[src/hw/rtl/rse_pkg.sv]
// Package for the Reed-Solomon parity encoder: field constants, widths,
// the GF(256) multiply function and the control struct for the cell row.
// No dependencies.
package rse_pkg;

  localparam int ByteW       = 8;
  localparam int CfgW        = 6;
  localparam int MaxParity   = 32;
  localparam int ParityReset = 10;

  // Low byte of the field polynomial x^8+x^4+x^3+x^2+1 (0x11D).
  localparam logic [ByteW-1:0] GfPolyLow = 8'h1D;
  // Primitive element of the field.
  localparam logic [ByteW-1:0] GfAlpha   = 8'h02;

  // Control broadcast to every cell of the row.
  typedef struct packed {
    logic             clear;    // zero the remainder byte
    logic             init;     // load the starting generator coefficient
    logic             gen_en;   // one generator product step
    logic             rem_en;   // one remainder shift step
    logic [ByteW-1:0] operand;  // multiplier operand: root, feedback or zero
  } cell_ctrl_t;

  // GF(256) multiply, shift-and-reduce from the top bit of b down.
  function automatic logic [ByteW-1:0] gf_mul(logic [ByteW-1:0] a, logic [ByteW-1:0] b);
    logic [ByteW-1:0] acc;
    acc = '0;
    for (int k = ByteW - 1; k >= 0; k--) begin
      acc = {acc[ByteW-2:0], 1'b0} ^ (acc[ByteW-1] ? GfPolyLow : '0);
      acc = acc ^ (b[k] ? a : '0);
    end
    return acc;
  endfunction

endpackage

[src/hw/rtl/rse_data_if.sv]
// Stream interface for message bytes going into the encoder.
// Depends on rse_pkg for the byte width.
interface rse_data_if;
  logic                      valid;
  logic                      ready;
  logic [rse_pkg::ByteW-1:0] data_byte;
  logic                      block_end;

  modport source (output valid, output data_byte, output block_end, input ready);
  modport sink   (input valid, input data_byte, input block_end, output ready);
endinterface

[src/hw/rtl/rse_parity_if.sv]
// Stream interface for parity bytes coming out of the encoder.
// Depends on rse_pkg for the byte width.
interface rse_parity_if;
  logic                      valid;
  logic                      ready;
  logic [rse_pkg::ByteW-1:0] parity_byte;
  logic                      parity_last;

  modport source (output valid, output parity_byte, output parity_last, input ready);
  modport sink   (input valid, input parity_byte, input parity_last, output ready);
endinterface

[src/hw/rtl/rse_cell.sv]
// One cell of the encoder row: a remainder byte and a generator coefficient
// sharing one GF(256) multiplier. Depends on rse_pkg.
module rse_cell (
  input  logic                      clk_i,
  input  rse_pkg::cell_ctrl_t       ctrl_i,
  input  logic                      is_top_i,
  input  logic [rse_pkg::ByteW-1:0] rem_nb_i,
  input  logic [rse_pkg::ByteW-1:0] gen_nb_i,
  output logic [rse_pkg::ByteW-1:0] rem_o,
  output logic [rse_pkg::ByteW-1:0] gen_o
);

  logic [rse_pkg::ByteW-1:0] rem_q, rem_d;
  logic [rse_pkg::ByteW-1:0] gen_q, gen_d;
  logic [rse_pkg::ByteW-1:0] prod;

  // The multiplier serves both the generator build and the remainder fold.
  assign prod = rse_pkg::gf_mul(gen_q, ctrl_i.operand);

  // Remainder: take the neighbor's byte and add the feedback product.
  always_comb begin
    if (ctrl_i.clear) begin
      rem_d = '0;
    end else if (ctrl_i.rem_en) begin
      rem_d = rem_nb_i ^ prod;
    end else begin
      rem_d = rem_q;
    end
  end

  // Generator: multiply by the current root and add the neighbor's old value.
  always_comb begin
    if (ctrl_i.init) begin
      gen_d = {{(rse_pkg::ByteW-1){1'b0}}, is_top_i};
    end else if (ctrl_i.gen_en) begin
      gen_d = gen_nb_i ^ prod;
    end else begin
      gen_d = gen_q;
    end
  end

  // Datapath registers; the controller's init state sets them after reset.
  always_ff @(posedge clk_i) begin
    rem_q <= rem_d;
    gen_q <= gen_d;
  end

  assign rem_o = rem_q;
  assign gen_o = gen_q;

endmodule

[src/hw/rtl/reed_solomon_ecc_encoder_core.sv]
// Reed-Solomon parity encoder over GF(256), field polynomial 0x11D.
// Top level: control sequencer and the row of rse_cell instances.
// Depends on rse_pkg, rse_data_if, rse_parity_if and rse_cell.
//
// Systematic RS parity encoder with a configurable parity length L (1 to
// MAX_PARITY, a written 0 counts as 1, larger values saturate). After reset
// and after every write of the length register the block builds the
// generator polynomial, with data ready held low; the write also
// drops any block in progress. Message bytes are then taken one per cycle,
// each folded into all L remainder bytes at once by the row of multiply-xor
// cells. After the byte marked block_end the block takes no input and shifts
// out the L parity bytes, highest order first, one per cycle that the sink is
// ready, marking the final one; the remainder is empty again afterwards.
module reed_solomon_ecc_encoder_core #(
  parameter int MAX_PARITY = rse_pkg::MaxParity
) (
  input  logic                      clk_i,
  input  logic                      rst_ni,
  input  logic                      cfg_we_i,
  input  logic [rse_pkg::CfgW-1:0]  cfg_wdata_i,
  rse_data_if.sink                  data_i,
  rse_parity_if.source              parity_o
);

  localparam int LenW     = $clog2(MAX_PARITY + 1);
  localparam int ResetLen = (rse_pkg::ParityReset > MAX_PARITY) ? MAX_PARITY
                                                                : rse_pkg::ParityReset;

  localparam logic [1:0] StInit  = 2'd0;
  localparam logic [1:0] StGen   = 2'd1;
  localparam logic [1:0] StRun   = 2'd2;
  localparam logic [1:0] StDrain = 2'd3;

  logic [1:0]                state_q, state_d;
  logic [LenW-1:0]           len_q, len_d;
  logic [LenW-1:0]           cnt_q, cnt_d;
  logic [rse_pkg::ByteW-1:0] root_q, root_d;
  logic [LenW-1:0]           cfg_len;
  logic                      cnt_at_end;
  logic                      in_acc;
  logic                      out_acc;
  rse_pkg::cell_ctrl_t       ctrl;

  logic [rse_pkg::ByteW-1:0] rem_w [MAX_PARITY];
  logic [rse_pkg::ByteW-1:0] gen_w [MAX_PARITY];

  // Saturate the written length into 1 .. MAX_PARITY.
  always_comb begin
    if (cfg_wdata_i == '0) begin
      cfg_len = LenW'(1);
    end else if (int'(cfg_wdata_i) > MAX_PARITY) begin
      cfg_len = LenW'(MAX_PARITY);
    end else begin
      cfg_len = LenW'(cfg_wdata_i);
    end
  end

  assign cnt_at_end = (LenW'(cnt_q + LenW'(1)) == len_q);
  assign in_acc     = data_i.valid && data_i.ready;
  assign out_acc    = parity_o.valid && parity_o.ready;

  // Sequencer: generator build, data folding and parity drain.
  always_comb begin
    state_d = state_q;
    len_d   = len_q;
    cnt_d   = cnt_q;
    root_d  = root_q;
    priority if (cfg_we_i) begin
      len_d   = cfg_len;
      state_d = StInit;
    end else begin
      unique case (state_q)
        StInit: begin
          cnt_d   = '0;
          root_d  = 8'h01;
          state_d = StGen;
        end
        StGen: begin
          root_d = rse_pkg::gf_mul(root_q, rse_pkg::GfAlpha);
          cnt_d  = LenW'(cnt_q + LenW'(1));
          if (cnt_at_end) begin
            state_d = StRun;
          end
        end
        StRun: begin
          cnt_d = '0;
          if (in_acc && data_i.block_end) begin
            state_d = StDrain;
          end
        end
        StDrain: begin
          if (out_acc) begin
            cnt_d = LenW'(cnt_q + LenW'(1));
            if (cnt_at_end) begin
              state_d = StRun;
            end
          end
        end
        default: state_d = StInit;
      endcase
    end
  end

  // Control registers; reset starts a generator build for the reset length.
  always_ff @(posedge clk_i or negedge rst_ni) begin
    if (!rst_ni) begin
      state_q <= StInit;
      len_q   <= LenW'(ResetLen);
      cnt_q   <= '0;
      root_q  <= 8'h01;
    end else begin
      state_q <= state_d;
      len_q   <= len_d;
      cnt_q   <= cnt_d;
      root_q  <= root_d;
    end
  end

  // Commands broadcast to the cell row.
  always_comb begin
    ctrl.clear   = (state_q == StInit);
    ctrl.init    = (state_q == StInit);
    ctrl.gen_en  = (state_q == StGen);
    ctrl.rem_en  = in_acc || out_acc;
    unique case (state_q)
      StGen:   ctrl.operand = root_q;
      StRun:   ctrl.operand = data_i.data_byte ^ rem_w[0];
      default: ctrl.operand = '0;
    endcase
  end

  // Row of cells, each fed by its higher-order neighbor; the top cell gets zero.
  for (genvar i = 0; i < MAX_PARITY; i++) begin : g_cell
    logic [rse_pkg::ByteW-1:0] rem_nb;
    logic [rse_pkg::ByteW-1:0] gen_nb;
    if (i == MAX_PARITY - 1) begin : g_end
      assign rem_nb = '0;
      assign gen_nb = '0;
    end else begin : g_mid
      assign rem_nb = rem_w[i+1];
      assign gen_nb = gen_w[i+1];
    end
    rse_cell u_cell (
      .clk_i    (clk_i),
      .ctrl_i   (ctrl),
      .is_top_i (LenW'(i + 1) == len_q),
      .rem_nb_i (rem_nb),
      .gen_nb_i (gen_nb),
      .rem_o    (rem_w[i]),
      .gen_o    (gen_w[i])
    );
  end

  // Stream ports.
  assign data_i.ready         = (state_q == StRun);
  assign parity_o.valid       = (state_q == StDrain);
  assign parity_o.parity_byte = rem_w[0];
  assign parity_o.parity_last = cnt_at_end;

`ifndef SYNTHESIS
  // Input is never taken while parity bytes are pending.
  a_no_overlap: assert property (@(posedge clk_i) disable iff (!rst_ni)
    parity_o.valid |-> !data_i.ready)
    else $error("input ready while parity is draining");

  // A block end starts the parity drain.
  a_drain_start: assert property (@(posedge clk_i) disable iff (!rst_ni)
    (in_acc && data_i.block_end && !cfg_we_i) |=> parity_o.valid)
    else $error("no parity after block end");

  // The final parity byte ends the drain.
  a_drain_end: assert property (@(posedge clk_i) disable iff (!rst_ni)
    (out_acc && parity_o.parity_last) |=> !parity_o.valid)
    else $error("parity continues after last byte");

  // A length write always triggers a generator rebuild.
  a_cfg_rebuild: assert property (@(posedge clk_i) disable iff (!rst_ni)
    cfg_we_i |=> (!data_i.ready && !parity_o.valid))
    else $error("block usable right after length write");
`endif

endmodule
[src/flat_wrapper.sv]
// flat-port wrapper written by rule: the top's interface ports become plain ports
module reed_solomon_ecc_encoder_core_flat 
#(
  parameter int MAX_PARITY = rse_pkg::MaxParity
)
  (clk_i, rst_ni, cfg_we_i, cfg_wdata_i, data_i_valid, data_i_data_byte, data_i_block_end, data_i_ready, parity_o_valid, parity_o_parity_byte, parity_o_parity_last, parity_o_ready);
  rse_data_if data_i_i ();
  rse_parity_if parity_o_i ();
  input  logic clk_i;
  input  logic rst_ni;
  input  logic cfg_we_i;
  input  logic [rse_pkg::CfgW-1:0] cfg_wdata_i;
  input wire logic [$bits(data_i_i.valid)-1:0] data_i_valid;
  input wire logic [$bits(data_i_i.data_byte)-1:0] data_i_data_byte;
  input wire logic [$bits(data_i_i.block_end)-1:0] data_i_block_end;
  output wire logic [$bits(data_i_i.ready)-1:0] data_i_ready;
  output wire logic [$bits(parity_o_i.valid)-1:0] parity_o_valid;
  output wire logic [$bits(parity_o_i.parity_byte)-1:0] parity_o_parity_byte;
  output wire logic [$bits(parity_o_i.parity_last)-1:0] parity_o_parity_last;
  input wire logic [$bits(parity_o_i.ready)-1:0] parity_o_ready;
  assign data_i_i.valid = data_i_valid;
  assign data_i_i.data_byte = data_i_data_byte;
  assign data_i_i.block_end = data_i_block_end;
  assign data_i_ready = data_i_i.ready;
  assign parity_o_valid = parity_o_i.valid;
  assign parity_o_parity_byte = parity_o_i.parity_byte;
  assign parity_o_parity_last = parity_o_i.parity_last;
  assign parity_o_i.ready = parity_o_ready;
  reed_solomon_ecc_encoder_core #(.MAX_PARITY(MAX_PARITY)) u_core (.clk_i(clk_i), .rst_ni(rst_ni), .cfg_we_i(cfg_we_i), .cfg_wdata_i(cfg_wdata_i), .data_i(data_i_i), .parity_o(parity_o_i));
endmodule
[config.mk]
export PLATFORM = sky130hd
export DESIGN_NAME = reed_solomon_ecc_encoder_core_flat
export DESIGN_NICKNAME = d
export VERILOG_FILES = /design/src/hw/rtl/rse_pkg.sv /design/src/hw/rtl/rse_data_if.sv /design/src/hw/rtl/rse_parity_if.sv /design/src/hw/rtl/rse_cell.sv /design/src/hw/rtl/reed_solomon_ecc_encoder_core.sv /design/src/flat_wrapper.sv
export SDC_FILE = /design/constraint.sdc
export NUM_CORES = 2
export LEC_CHECK = 0
export BUFFER_PORTS_ARGS = -buffer_cell sky130_fd_sc_hd__buf_4
export CORE_ASPECT_RATIO = 0.75
export CORE_MARGIN = 1.5
export CORE_UTILIZATION = 55
export CTS_CLUSTER_SIZE = 28
export DETAILED_ROUTE_END_ITERATION = 8
export GPL_TIMING_DRIVEN = 1
export PLACE_DENSITY = 0.71
export SLEW_MARGIN = 10
export SYNTH_ARGS = -nofsm -noshare
export SYNTH_HDL_FRONTEND = slang
export SYNTH_SLANG_ARGS = --single-unit
[constraint.sdc]
create_clock -name clk_i -period 4.3 [get_ports clk_i]
set_input_delay 0.86 -clock clk_i [delete_from_list [all_inputs] [get_ports clk_i]]
set_output_delay 0.86 -clock clk_i [all_outputs]
set_load 0.1 [all_outputs]
==> results.json <==
{
  "status": "finished, final reports clean",
  "drc": 0,
  "tritoncts": "done",
  "worst_path_dominant_cell_family": "XOR/XNOR gates",
  "dp_hpwl_um": 139000,
  "seqPwrFrac_pct": 26.7,
  "switching_share_pct": 51.6,
  "numPortBuffers": 30,
  "avgViaCountPerCell": 6.05,
  "cp_common_cell": "buf_4",
  "cap_violations": 0,
  "endpoint_kind": "flop",
  "slew_headroom_pct": 25.8,
  "clk_latency_ns": 0.72,
  "cts_buffers": 59,
  "synth_top_area_cell": "xnor2_1",
  "async_reset_ff_share_pct": 4.12,
  "synth-seq-cells": 534,
  "maxSlewViolCount": 0,
  "die_h_um": 283,
  "first_iter_violations": 7675,
  "r2r_start": "u_core.state_q[0]",
  "yosysWarnings": 0,
  "crit_chain": "inv_1, ha_2, clkinv_1, buf_4, o21ai_4, buf_4, nor3_1, o31ai_1, xnor3_1, xnor3_1, xnor2_1, buf_4, xor2_1, a211oi_1",
  "crit_arrival_ns": 4.79,
  "yosys-top-cells-area": "xnor2_1 (25%), dfxtp_1 (17%), nand2_1 (12%), xnor3_1 (9.4%), xor2_1 (7.9%)",
  "utilization_pct": 61.1,
  "grt_pass1_vias": 49600,
  "start_util_pct": 55.7,
  "p_int_mw": 19.5,
  "tightest_slew_ns": 1.11,
  "hold_viol_final": 0,
  "grt_use_total_pct": 37.0,
  "r2r.worst_path.cells": 14,
  "reg2reg_to": "u_core.g_cell[13].u_cell.gen_o[5]",
  "power_leakage_nw": 21.0,
  "cts_buffer_depth": 3,
  "syn_inst": 7550,
  "cts.sinks": 534,
  "max-vdd-ir-drop_uv": 614,
  "critPathLaunchType": "flop",
  "critPathBufInv": 5,
  "comb_power_share_pct": 59.5,
  "max_stage_delay_ns": 0.52,
  "wire_per_inst_um": 23.1,
  "htree_levels": 2,
  "timing.fmax_ghz": 0.237,
  "fin_skew_ns": 0.0530,
  "core_area_um2": 104000,
  "fin_crit_sh_pct": 98.0,
  "synth_ff_type": "dfxtp_1",
  "grt_overflow": 0,
  "cts-root-buf": "clkbuf_16",
  "wl_um": 204000,
  "synth_area_um2": 57700,
  "die_w_um": 377,
  "yosysSeqAreaShare_pct": 19.3,
  "synth_most_common_cell": "nand2_1",
  "clkTransAtPathRegs_ns": 0.07,
  "die_area_um2": 107000,
  "syn_nets": 7576,
  "antenna_found_initial": 5,
  "syn_to_final_growth_pct": 9.85,
  "num_vias": 53400,
  "reg2reg_slack_ns": 0.09,
  "cts_hold_repair.buffers": 0,
  "crit_type": "flop to flop",
  "worstPathMaxFanout": 11,
  "gp_congestion": 0.969,
  "antenna_left": 0,
  "yosys.area.top_type_share_pct": 25.0,
  "synth_edf_count": 32,
  "netlist_top_cells_count": "nand2_1 (1,843), xnor2_1 (1,649), nor2_1 (565), xor2_1 (517), dfxtp_1 (480)",
  "drive_gt1_share_pct": 8.73,
  "synth_cell_type_count": 81,
  "first_pass_iters": 6,
  "min_period_ns": 4.21,
  "grt_pass1_wl_um": 308000,
  "pwr_density_cell_nw_per_um2": 635,
  "rows": 102,
  "p_sw_mw": 20.8,
  "grt_max_degree": 170,
  "setup_violations": 0,
  "io_pins": 31,
  "crit_slowest_cell": "xnor2_1",
  "tns_ns": 0,
  "nets": 7398,
  "pwr-share-clk_pct": 13.9,
  "crit_required_ns": 4.88,
  "syn_area_per_cell_um2": 7.64,
  "hold_path_class": "input pin to asynchronous set/reset pin"
}
## cells by family (layout without fill, tap and decap cells)
family	Yosys count	in the layout	share of synthesized area, %
AO/OA/AOI/OAI	872	872	9.61
other	0	1	0
XOR/XNOR	2446	2446	43.7
AND/OR/NAND/NOR	2814	2814	19.8
multiplexers	106	106	1.85
flip-flops	534	534	19.3
adder cells (fa/ha/maj)	6	6	0.130
buffers and inverters	772	643	5.58
## worst max path at each step
stage | from | endpoint | slack (ns) | cells past startpoint
floorplan | u_core.cnt_q[0] | u_core.state_q[0] | 0.04 | 10
global placement | data_i_data_byte[3] | u_core.g_cell[13].u_cell.gen_o[4] | 0.10 | 12
detailed placement | data_i_data_byte[7] | u_core.g_cell[21].u_cell.gen_o[4] | 0.03 | 15
CTS | u_core.state_q[0] | u_core.g_cell[21].u_cell.gen_o[5] | 0.03 | 14
global route | u_core.state_q[1] | u_core.g_cell[22].u_cell.gen_o[3] | -0.02 | 16
finish | u_core.state_q[0] | u_core.g_cell[13].u_cell.gen_o[5] | 0.09 | 14
## through the flow
stage                     cells  hold slack [ns]  power, mW  worst slack, ns  cell area (um^2)
after floorplan            7550            0.432       25.3           0.0403             57700
after global placement     8698            0.450       33.2            0.102             61000
after detailed placement   8698            0.456       33.6           0.0269             61000
after CTS                  8808           0.0339       39.2           0.0276             63100
after global routing       8826           0.0557       41.8          -0.0176             63400
final                      8826           0.0492       40.2           0.0864             63400
## power by group through the flow
stage	Sequential (mW)	Clock (mW)	Combinational, mW
CTS	10.5	5.61	23.2
detailed placement	10.5	0	23.0
finish	10.7	5.58	23.9
global placement	10.5	0	22.6
floorplan	7.65	0	17.6
global route	10.8	5.79	25.2
## registers in the layout, indices dropped and copies added, names as in the netlist
signal,cells
u_core.g_cell.u_cell.gen_o,256
u_core.g_cell.u_cell.rem_o,256
u_core.root_q,8
u_core.cnt_q,6
u_core.len_q,6
u_core.state_q,2
## repair_timing
action / 4_1_cts / 5_1_grt
resized for setup: 0 / 15
endpoints found under the setup margin: 0 / 121
setup buffers: 0 / 15
## per-layer routing
layer	part of all wire (%)	global-route usage, %	vias up
met1	41	53.4	25400
met4	3.9	13.3	6
li1	-	-	24000
met3	14	8.97	514
met2	41	53.0	3494
met5	0.023	0	-
## cell type report
class                           count  area (um^2)
Sequential cell                   534        11100
Clock inverter                     31          367
Clock buffer                       79         1680
Tap cell                         1404         1760
Timing Repair Buffer              477         4560
Inverter                           56          215
Fill cell                        9084        40300
Antenna cell                        1         2.50
Multi-Input combinational cell   6244        43600
## placed cells by master, fill, tap and decap left out, types with 9 or more instances in the layout
master and n:
nand3_1 147, nor3_1 98, nor4_1 15, dfrtp_1 18
inv_1 49, xnor2_1 1643, buf_4 399, mux2i_1 103
o21ai_1 12, xor2_1 515, and2_1 13, a211oi_1 230
xnor3_1 239, nand4_1 15, nand2_1 1843, nand3b_1 14
xnor2_2 18, nand2b_1 12, clkinv_2 14, o21ai_0 166
and3_1 30, nor4b_1 13, nand4b_1 9, edfxtp_1 32
clkbuf_1 12, o211ai_1 46, nor2_1 561, a21oi_1 209
dfxtp_1 480, xor3_1 25, clkbuf_16 65, o311ai_0 10
o31ai_1 18, buf_12 73, o22ai_1 84
(Power assumes the default switching activity.)
